**src/design/diipad_pkg.sv**
```systemverilog
// Shared types and constants for the dual IIR phase/amplitude detector.
package diipad_pkg;

   localparam int THRESH_WIDTH = 23;
   localparam int Y_WIDTH      = 24;
   localparam int STATUS_WIDTH = 3;
   localparam int IDX_WIDTH    = 5;

   localparam logic [2:0] ST_NONE    = 3'd0;
   localparam logic [2:0] ST_RISE    = 3'd1;
   localparam logic [2:0] ST_FALL    = 3'd2;
   localparam logic [2:0] ST_PEAK    = 3'd3;
   localparam logic [2:0] ST_TROUGH  = 3'd4;

   localparam logic [2:0] SUPPRESS_DONE = 3'd5;

   localparam logic REQ_SAMPLE = 1'b0;
   localparam logic REQ_COEF   = 1'b1;

   typedef enum logic [2:0] {
      S_IDLE,
      S_MAC,
      S_ROUND,
      S_DETECT,
      S_OUT
   } state_type;

   // control from sequencer to datapath
   typedef struct packed {
      logic clear_acc;
      logic mac_en;
      logic sub;
      logic phase_sel;
   } mac_ctrl_type;

endpackage

```
**src/design/diipad_mac.sv**
```systemverilog
// Shared multiply-accumulate with saturating 64-bit accumulator and Q.(COEF_WIDTH-4) rounding (Q.20 by default).
module diipad_mac #(
   parameter int COEF_WIDTH   = 24
) (
   input  logic                       clock,
   input  logic                       reset,
   input  diipad_pkg::mac_ctrl_type   ctrl,
   input  logic                       use_x,
   input  logic signed [23:0]         operand,
   input  logic signed [COEF_WIDTH-1:0] coef,
   output logic signed [23:0]         result
);
   import diipad_pkg::*;

   localparam int FRAC = COEF_WIDTH - 4;
   localparam int PW   = 24 + COEF_WIDTH + 8;

   logic signed [PW-1:0] prod_ff, prod_in;
   logic                 pvalid_ff, pvalid_in;
   logic signed [63:0]   acc_ff, acc_in;
   logic signed [64:0]   sum;
   logic signed [64:0]   rnd;
   logic signed [64:0]   shifted;

   always_comb begin
      prod_in = PW'(operand) * PW'(coef);
      if (use_x) prod_in = prod_in <<< 8;
      if (ctrl.sub) prod_in = -prod_in;
      pvalid_in = ctrl.mac_en;
   end

   always_comb begin
      sum = 65'(acc_ff) + 65'(prod_ff);
      acc_in = acc_ff;
      if (ctrl.clear_acc) acc_in = '0;
      else if (pvalid_ff) begin
         if (sum > 65'sh0_7FFF_FFFF_FFFF_FFFF) acc_in = 64'sh7FFF_FFFF_FFFF_FFFF;
         else if (sum < -65'sh0_8000_0000_0000_0000) acc_in = 64'sh8000_0000_0000_0000;
         else acc_in = sum[63:0];
      end
   end

   always_ff @(posedge clock) begin
      if (reset) begin
         pvalid_ff <= 1'b0;
         acc_ff    <= '0;
      end else begin
         pvalid_ff <= pvalid_in;
         acc_ff    <= acc_in;
      end
      prod_ff <= prod_in;
   end

   always_comb begin
      rnd     = 65'(acc_ff) + (65'sd1 <<< (FRAC - 1));
      shifted = rnd >>> FRAC;
      if (shifted > 65'sd8388607) result = 24'sd8388607;
      else if (shifted < -65'sd8388608) result = -24'sd8388608;
      else result = shifted[23:0];
   end

   logic unused;
   assign unused = ctrl.phase_sel;
endmodule

```
**src/design/diipad_detect.sv**
```systemverilog
// Amplitude peak tracking and phase event detection.
module diipad_detect (
   input  logic                clock,
   input  logic                reset,
   input  logic                en,
   input  logic [22:0]         threshold,
   input  logic signed [23:0]  pc,
   input  logic signed [23:0]  p1,
   input  logic signed [23:0]  p2,
   input  logic signed [23:0]  ac,
   input  logic signed [23:0]  a1,
   input  logic signed [23:0]  a2,
   output logic [2:0]          status,
   output logic [22:0]         peak
);
   import diipad_pkg::*;

   logic signed [24:0] tp_ff, tp_in;
   logic [2:0]         sd_ff, sd_in;
   logic [2:0]         st_ff, st_in;
   logic signed [24:0] th, nth;
   logic [2:0]         sd_inc;

   always_comb begin
      th = 25'($signed({2'b00, threshold}));
      nth = -th;
      tp_in = tp_ff;
      if (a1 > a2 && a1 > ac && 25'(a1) > th) tp_in = 25'(a1);
      else if (a1 < a2 && a1 < ac && 25'(a1) < nth) begin
         tp_in = -25'(a1);
         if (tp_in > 25'sd8388607) tp_in = 25'sd8388607;
      end
      sd_inc = (sd_ff < SUPPRESS_DONE) ? sd_ff + 3'd1 : sd_ff;
      st_in = ST_NONE;
      if (sd_inc == SUPPRESS_DONE) begin
         priority if (p1 > p2 && p1 > pc && tp_in > th) st_in = ST_PEAK;
         else if (p1 < p2 && p1 < pc && tp_in > th) st_in = ST_TROUGH;
         else if (pc < 0 && p1 > 0) st_in = ST_FALL;
         else if (pc > 0 && p1 < 0) st_in = ST_RISE;
         else st_in = ST_NONE;
      end
      sd_in = (st_in != ST_NONE) ? 3'd0 : sd_inc;
   end

   always_ff @(posedge clock) begin
      if (reset) begin
         tp_ff <= '0;
         sd_ff <= '0;
         st_ff <= ST_NONE;
      end else if (en) begin
         tp_ff <= tp_in;
         sd_ff <= sd_in;
         st_ff <= st_in;
      end
   end

   assign status = st_ff;
   assign peak   = tp_ff[22:0];
endmodule

```
**src/design/dual_iir_phase_amplitude_detector_unit.sv**
```systemverilog
// Top level: coefficient/history memories, tap sequencer and stream ports.
// Samples are processed one at a time: a new sample is accepted only after the previous
// result has been taken, with the single shared MAC walking each tap of both bands through
// the registered-read memories, plus rounding, detect reads and output.
// Coefficient writes are accepted only while idle.
// Synchronous active-high reset clears control state; histories and coefficients read as zero via valid bits.
module dual_iir_phase_amplitude_detector_unit #(
   parameter int ORDER        = 4,
   parameter int SAMPLE_WIDTH = 16,
   parameter int COEF_WIDTH   = 24
) (
   input  logic        clock,
   input  logic        reset,
   input  logic        req_tvalid,
   output logic        req_tready,
   // tdata: sample, coef_index, coef_value, zero fill
   input  logic [((SAMPLE_WIDTH+5+COEF_WIDTH+7)/8)*8-1:0] req_tdata,
   // tuser: req_type
   input  logic        req_tuser,
   output logic        rsp_tvalid,
   input  logic        rsp_tready,
   // tdata: status [2:0], peak_amplitude [25:3], zero fill
   output logic [31:0] rsp_tdata,
   input  logic        csr_psel,
   input  logic        csr_penable,
   input  logic        csr_pwrite,
   input  logic [1:0]  csr_paddr,
   input  logic [31:0] csr_pwdata,
   output logic [31:0] csr_prdata,
   output logic        csr_pready
);
   import diipad_pkg::*;

   localparam int TAPS  = ORDER + 1;
   localparam int HIST  = (TAPS < 3) ? 3 : TAPS;
   localparam int NCOEF = 4 * TAPS;
   localparam int CW    = $clog2(NCOEF);
   localparam int HW    = $clog2(HIST);
   localparam int TW    = $clog2(2 * TAPS + 1);
   localparam int DW    = ((SAMPLE_WIDTH + 5 + COEF_WIDTH + 7) / 8) * 8;

   logic signed [SAMPLE_WIDTH-1:0] in_sample;
   logic [4:0]                     in_idx;
   logic signed [COEF_WIDTH-1:0]   in_coef;
   assign in_sample = req_tdata[SAMPLE_WIDTH-1:0];
   assign in_idx    = req_tdata[SAMPLE_WIDTH+4:SAMPLE_WIDTH];
   assign in_coef   = req_tdata[SAMPLE_WIDTH+5+COEF_WIDTH-1:SAMPLE_WIDTH+5];

   logic unused_pad;
   assign unused_pad = ^req_tdata[DW-1:SAMPLE_WIDTH+5+COEF_WIDTH];

   // config
   logic [22:0] thr_ff;
   always_ff @(posedge clock) begin
      if (reset) thr_ff <= '0;
      else if (csr_psel && csr_penable && csr_pwrite && csr_paddr == 2'd0)
         thr_ff <= csr_pwdata[22:0];
   end
   assign csr_prdata = {9'd0, thr_ff};
   assign csr_pready = 1'b1;

   // memories
   logic signed [COEF_WIDTH-1:0] coef_mem [NCOEF];
   logic [NCOEF-1:0]             coef_v_ff;
   logic signed [COEF_WIDTH-1:0] coef_rd_ff;
   logic                         coef_rv_ff;
   logic signed [23:0]           hist_mem [3*HIST];
   logic [3*HIST-1:0]            hist_v_ff;
   logic signed [23:0]           hist_rd_ff;
   logic                         hist_rv_ff;

   state_type   st_ff, st_in;
   logic [TW-1:0] tap_ff, tap_in;
   logic        band_ff, band_in;
   logic [HW-1:0] pos_ff, pos_in;
   logic [2:0]  dcnt_ff, dcnt_in;
   logic signed [23:0] pc_ff, ac_ff, p1_ff, p2_ff, a1_ff, a2_ff;
   logic        rv_ff;
   logic        pend_ff;
   logic [2:0]  stat_ff;
   logic [22:0] pk_ff;

   logic accept;
   assign accept = req_tvalid && req_tready;
   assign req_tready = (st_ff == S_IDLE) && !rv_ff && !pend_ff;

   // tap sequence: even steps b-term with x, odd steps a-term with y (tap>=1)
   logic [HW:0]  tap_i;
   logic         is_a;
   logic [HW-1:0] k;
   logic [CW-1:0] caddr;
   logic [$clog2(3*HIST)-1:0] haddr;
   logic         mac_issue;
   logic         use_x_ff, issue_ff, sub_ff;
   logic         write_pos_x, write_pc, write_ac;

   always_comb begin
      tap_i = (HW+1)'(tap_ff >> 1);
      is_a  = tap_ff[0];
      k = (pos_ff >= HW'(tap_i)) ? pos_ff - HW'(tap_i) : HW'(pos_ff + HW'(HIST) - HW'(tap_i));
      caddr = CW'((band_ff ? 2 : 0) * TAPS + (is_a ? TAPS : 0)) + CW'(tap_i);
      haddr = is_a ? ($clog2(3*HIST))'((band_ff ? 2 : 1) * HIST) + ($clog2(3*HIST))'(k)
                   : ($clog2(3*HIST))'(k);
      if (st_ff == S_DETECT) begin
         priority case (dcnt_ff)
            3'd0: haddr = ($clog2(3*HIST))'(HIST) + ($clog2(3*HIST))'(k);
            3'd1: haddr = ($clog2(3*HIST))'(HIST) + ($clog2(3*HIST))'(
                            (k == '0) ? HW'(HIST - 1) : k - HW'(1));
            3'd2: haddr = ($clog2(3*HIST))'(2*HIST) + ($clog2(3*HIST))'(k);
            default: haddr = ($clog2(3*HIST))'(2*HIST) + ($clog2(3*HIST))'(
                            (k == '0) ? HW'(HIST - 1) : k - HW'(1));
         endcase
      end
      mac_issue = (st_ff == S_MAC) && !(is_a && tap_i == '0);
   end

   mac_ctrl_type mctl;
   logic signed [23:0] mac_res;
   logic signed [23:0] mac_op;
   assign mac_op = hist_rv_ff ? hist_rd_ff : 24'sd0;
   assign mctl.clear_acc = accept || write_pc;
   assign mctl.mac_en    = issue_ff;
   assign mctl.sub       = sub_ff;
   assign mctl.phase_sel = band_ff;

   diipad_mac #(.COEF_WIDTH(COEF_WIDTH)) u_mac (
      .clock(clock), .reset(reset), .ctrl(mctl), .use_x(use_x_ff),
      .operand(mac_op), .coef(coef_rv_ff ? coef_rd_ff : '0), .result(mac_res)
   );

   // sequencer
   always_comb begin
      st_in = st_ff; tap_in = tap_ff; band_in = band_ff; pos_in = pos_ff; dcnt_in = dcnt_ff;
      write_pos_x = 1'b0; write_pc = 1'b0; write_ac = 1'b0;
      unique case (st_ff)
         S_IDLE: if (accept && req_tuser == REQ_SAMPLE) begin
            st_in = S_MAC; tap_in = '0; band_in = 1'b0;
            pos_in = (pos_ff == HW'(HIST-1)) ? '0 : pos_ff + HW'(1);
            write_pos_x = 1'b1;
         end
         S_MAC: begin
            if (tap_ff == TW'(2*TAPS-1)) begin st_in = S_ROUND; dcnt_in = '0; end
            else tap_in = tap_ff + TW'(1);
         end
         S_ROUND: begin
            if (dcnt_ff == 3'd2) begin
               if (!band_ff) begin
                  write_pc = 1'b1; band_in = 1'b1; tap_in = '0; st_in = S_MAC;
               end else begin
                  // tap 1 points k at the previous slot for the detect reads
                  write_ac = 1'b1; st_in = S_DETECT; dcnt_in = '0; tap_in = TW'(2);
               end
            end else dcnt_in = dcnt_ff + 3'd1;
         end
         S_DETECT: begin
            if (dcnt_ff == 3'd4) st_in = S_OUT;
            else dcnt_in = dcnt_ff + 3'd1;
         end
         S_OUT: st_in = S_IDLE;
         default: st_in = S_IDLE;
      endcase
   end

   always_ff @(posedge clock) begin
      if (reset) begin
         st_ff <= S_IDLE; tap_ff <= '0; band_ff <= 1'b0;
         pos_ff <= HW'(HIST-1); dcnt_ff <= '0;
         coef_v_ff <= '0; hist_v_ff <= '0;
         issue_ff <= 1'b0;
      end else begin
         st_ff <= st_in; tap_ff <= tap_in; band_ff <= band_in;
         pos_ff <= pos_in; dcnt_ff <= dcnt_in;
         issue_ff <= mac_issue;
         if (accept && req_tuser == REQ_COEF && 6'(in_idx) < 6'(NCOEF))
            coef_v_ff[CW'(in_idx)] <= 1'b1;
         if (write_pos_x) hist_v_ff[pos_in] <= 1'b1;
         if (write_pc) hist_v_ff[HIST + int'(pos_ff)] <= 1'b1;
         if (write_ac) hist_v_ff[2*HIST + int'(pos_ff)] <= 1'b1;
      end
      use_x_ff <= !is_a;
      sub_ff   <= is_a;
   end

   // memory ports
   always_ff @(posedge clock) begin
      if (accept && req_tuser == REQ_COEF && 6'(in_idx) < 6'(NCOEF))
         coef_mem[CW'(in_idx)] <= in_coef;
      coef_rd_ff <= coef_mem[caddr];
      coef_rv_ff <= coef_v_ff[caddr];
   end

   always_ff @(posedge clock) begin
      if (write_pos_x) hist_mem[pos_in] <= 24'(in_sample);
      else if (write_pc) hist_mem[HIST + int'(pos_ff)] <= mac_res;
      else if (write_ac) hist_mem[2*HIST + int'(pos_ff)] <= mac_res;
      hist_rd_ff <= hist_mem[haddr];
      hist_rv_ff <= hist_v_ff[haddr];
   end

   // detect operand capture
   logic signed [23:0] hrd;
   assign hrd = hist_rv_ff ? hist_rd_ff : 24'sd0;
   always_ff @(posedge clock) begin
      if (write_pc) pc_ff <= mac_res;
      if (write_ac) ac_ff <= mac_res;
      if (st_ff == S_DETECT) begin
         priority case (dcnt_ff)
            3'd1: p1_ff <= hrd;
            3'd2: p2_ff <= hrd;
            3'd3: a1_ff <= hrd;
            3'd4: a2_ff <= hrd;
            default: ;
         endcase
      end
   end

   logic [2:0]  d_status;
   logic [22:0] d_peak;
   diipad_detect u_det (
      .clock(clock), .reset(reset), .en(st_ff == S_OUT), .threshold(thr_ff),
      .pc(pc_ff), .p1(p1_ff), .p2(p2_ff), .ac(ac_ff), .a1(a1_ff), .a2(a2_ff),
      .status(d_status), .peak(d_peak)
   );

   always_ff @(posedge clock) begin
      if (reset) begin
         rv_ff <= 1'b0; pend_ff <= 1'b0;
      end else begin
         pend_ff <= (st_ff == S_OUT);
         if (pend_ff) rv_ff <= 1'b1;
         else if (rsp_tready) rv_ff <= 1'b0;
      end
      if (pend_ff) begin stat_ff <= d_status; pk_ff <= d_peak; end
   end

   assign rsp_tvalid = rv_ff;
   assign rsp_tdata  = {6'd0, pk_ff, stat_ff};
endmodule
```
**config.mk**
```make
export PLATFORM = sky130hd
export DESIGN_NAME = dual_iir_phase_amplitude_detector_unit
export DESIGN_NICKNAME = d
export VERILOG_FILES = /design/src/design/diipad_pkg.sv /design/src/design/diipad_mac.sv /design/src/design/diipad_detect.sv /design/src/design/dual_iir_phase_amplitude_detector_unit.sv
export SDC_FILE = /design/constraint.sdc
export NUM_CORES = 2
export LEC_CHECK = 0
export BUFFER_PORTS_ARGS = -buffer_cell sky130_fd_sc_hd__buf_2
export CORE_MARGIN = 4
export CORE_UTILIZATION = 50
export DETAILED_ROUTE_END_ITERATION = 10
export PLACE_DENSITY = 0.66
export SYNTH_ARGS = -nofsm -noshare
export SYNTH_HDL_FRONTEND = slang
export SYNTH_SLANG_ARGS = --single-unit
```
**constraint.sdc**
```tcl
create_clock -name clock -period 27.3 [get_ports clock]
set_clock_uncertainty 0.2 [all_clocks]
set_input_delay 6.825 -clock clock [delete_from_list [all_inputs] [get_ports clock]]
set_output_delay 6.825 -clock clock [all_outputs]
set_load 0.01 [all_outputs]
```
==> metrics <==
TritonCTS Buffers approximately 140; Crit-path slowest cell fa_1; Clock Pin Slew Worst Setup and Hold Paths 0.06 ns; Final #Nets roughly 8600; DRT iter0 DRCs 5828; Hold WC Path Type register to register; Flop pwr share 46.9%; largest net degree at the start of global routing ~180; antenna-violating nets left 0; filler instances roughly 14000; crit path max fanout 24; routability cong. 0.936; synth cell count leaders 1010 x edfxtp_1, 838 x inv_1, 836 x nand2_1; Placed Area roughly 85000 um^2; Async S/R FF share, synth 0%; Die ar. 172000 um^2; slack of the critical path around 15 ns; worst stage delay on the critical path 0.94 ns; Ports 157; Power Dens Cells around 53 nW/um^2; Reg-to-Reg Start hist_rv_ff; synth warn 0; htree depth 4; WS Path Type register to register; flops & latches, synth between 1000 and 1500; final period utilization 43.9%; floorplan row count roughly 150; Max Cap Viol 0; internal power 0.00339 W; clock power share 38.3%; Post-Place Worst Slack 15.46 ns; first-pass iteration count of the detailed router 8; reg-to-reg endpoint u_mac.prod_ff[55]; RSZ-0062 raised after global routing no; Peak Freq 0.0835 GHz; worst setup path startpoint hist_rv_ff; Hold Startpoint issue_ff; measured slew at the worst slew-check pin 1.28 ns; Fin. Hold Viols 0; global-route wire length before repair 350000 um; mapped cell area around 83000 um^2; top cell type by total area after synthesis edfxtp_1; global route overflow 0; synth top area cells edfxtp_1 37%, fa_1 15%, dfxtp_1 6.8%; crit path time final 11.97 ns; initial antenna violation count 9; Final TNS setup 0 ns; outcome completed; Stages on worst setup path 26; Comb power frac 14.8%; slew margin rel. between 10% and 20%; Final setup viols 0; Detailed Route WL 230000 um; end of the critical path u_mac.prod_ff[55]; CTS sink count ~1300; Avg Synthesized Cell Area 11.0 um^2; Reg2Reg Setup Slack around 15 ns; Layout area overhead 8.94%; die width slightly above 400 um; layout cells sized above 1 under 10%; wire per inst 23.7 um; Final Max Slew Viols 0; Top FF cell, synth edfxtp_1; post_cts resized 0; CTS tree built; Post-synth EDFFs approximately 1000; top-area cell type share of the netlist area 36.7%; Global Route Usage Sum 26.6%; Netlist cell types 97; cts hold-fix bufs 0; DR WL met2 approximately 110000 um; met3 wire len ~20000 um; highest metal used met5; Worst-Skew Late Latency 0.79 ns; most frequent cell after synthesis edfxtp_1; CP Data Required Time 27.69 ns; r2r worst-path depth 26; Post-Syn Instances 7478; Leak 35.8 nW; crit-path most repeated cell fa_1; Vias/cell 5.94; Psw 0.00135 W; Die Y 414 um; Setup Fix Bufs, Post-CTS 0; vias in the first global route approximately 57000; multi-input combinational cell area about 42000 um^2; post-synthesis sequential area ratio 43.5%; Sw Ratio 28.5%; CP startpoint kind register; delay-heaviest family, CP adder cells; DRC errors left 0; Data arrival, critical path 12.36 ns; Final Cell Area 89900 um^2; M1 WL 94400 um; CP Buf/Inv Count 7; starting density of the core 50.5%; Worst setup EP type register; DP HPWL 158000 um; clk buf depth 3; IR drop worst, VDD 69.4 uV; register cell area after layout 35900 um^2; Root Driver clkbuf_16; Final Power 0.00475 W; IO Port Bufs 128; via count ~58000; Core ar. 164000 um^2
-- cell families (layout without fill, tap and decap cells) --
logic type,Yosys count,count (layout),share of synthesized area (%)
AND/OR/NAND/NOR,2119,2119,11.5
AO/OA/AOI/OAI,1300,1300,10.1
flip-flops,1289,1289,43.5
buffers and inverters,1245,1312,5.77
adder cells (fa/ha/maj),1068,1068,21.6
multiplexers,238,238,5.20
XOR/XNOR,217,217,2.31
other,2,19,0.00910
-- metrics by stage --
stage	instances	hold slack, ns	utilization [%]
final	9737	0.244	55.0
after global routing	9735	0.259	55.0
after CTS	9732	0.244	55.0
after detailed placement	9481	0.224	52.3
after global placement	9481	0.235	52.3
after floorplan	7492	0.205	-
-- layout by cell type (no fill, tap or decap), drive strengths merged, types with 102 or more instances in the layout --
cell,synthesis,final
a211oi,135,135
a21o,109,109
a21oi,382,382
and2,110,110
buf,61,219
clkbuf,342,180
dfxtp,279,279
edfxtp,1010,1010
fa,611,611
ha,407,407
inv,838,844
mux4,149,149
nand2,837,837
nand3,102,102
nor2,619,619
o21ai,265,265
xnor2,138,138
-- power by group through the flow --
stage	Sequential (W)	Combinational, W	Clock, W
3_3_place_gp	0.00227	0.000684	0
4_1_cts	0.00222	0.000694	0.00184
5_1_grt	0.00222	0.000751	0.00193
3_5_place_dp	0.00227	0.000690	0
6_report	0.00223	0.000704	0.00182
2_1_floorplan	0.00223	0.000438	0
-- area by class of cell --
| class | instances | area share [%] |
|---|---|---|
| Tap cell | 2175 | 3.03 |
| Sequential cell | 1289 | 39.9 |
| Clock buffer | 180 | 4.16 |
| Inverter | 842 | 3.51 |
| Antenna cell | 3 | 0.00835 |
| Multi-Input combinational cell | 4958 | 47.0 |
| Timing Repair Buffer | 219 | 1.53 |
| Clock inverter | 71 | 0.775 |
-- layer usage --
metal,up-vias,GRT usage (%)
li1,26000,-
met1,28900,36.6
met2,2548,42.1
met3,462,5.25
met4,4,9.90
met5,-,0
-- worst reg2reg max path, cell delays in order (launching register included) --
cell and delay, ns:
dfxtp_1 0.31, buf_4 0.36, nand2_1 0.74, inv_1 0.91, nand3_1 0.26, inv_1 0.17
fa_1 0.58, fa_1 0.94, inv_1 0.19, fa_1 0.58, inv_1 0.58, fa_1 0.54
fa_1 0.48, fa_1 0.55, inv_1 0.06, fa_1 0.61, inv_1 0.06, ha_1 0.48
a21o_1 0.30, a2111oi_0 0.64, o21ai_0 0.25, xnor2_1 0.40, o21ai_0 0.28, nor4_2 0.51
nand4_1 0.25, o41ai_2 0.37, xnor2_1 0.19
-- worst min-delay path by stage --
stage,to,slack (ns),cells past startpoint
4_1_cts,u_mac.pvalid_ff,0.24,1
6_report,u_mac.pvalid_ff,0.24,1
3_3_place_gp,u_mac.pvalid_ff,0.23,1
5_1_grt,u_mac.pvalid_ff,0.26,1
3_5_place_dp,u_mac.pvalid_ff,0.22,1
2_1_floorplan,sub_ff,0.20,0
-- state kept, by name (all words and copies together) (netlist names), 4 cells and up --
name	cells
u_det.tp_ff	25
coef_rd_ff	24
ac_ff	24
u_mac.prod_ff	56
tap_ff	4
u_mac.acc_ff	64
coef_mem	480
p2_ff	24
hist_mem	360
a1_ff	24
pc_ff	24
pk_ff	23
hist_rd_ff	24
a2_ff	24
thr_ff	23
hist_v_ff	15
p1_ff	24
coef_v_ff	20
Note: power is estimated with default switching activity, not from simulation.
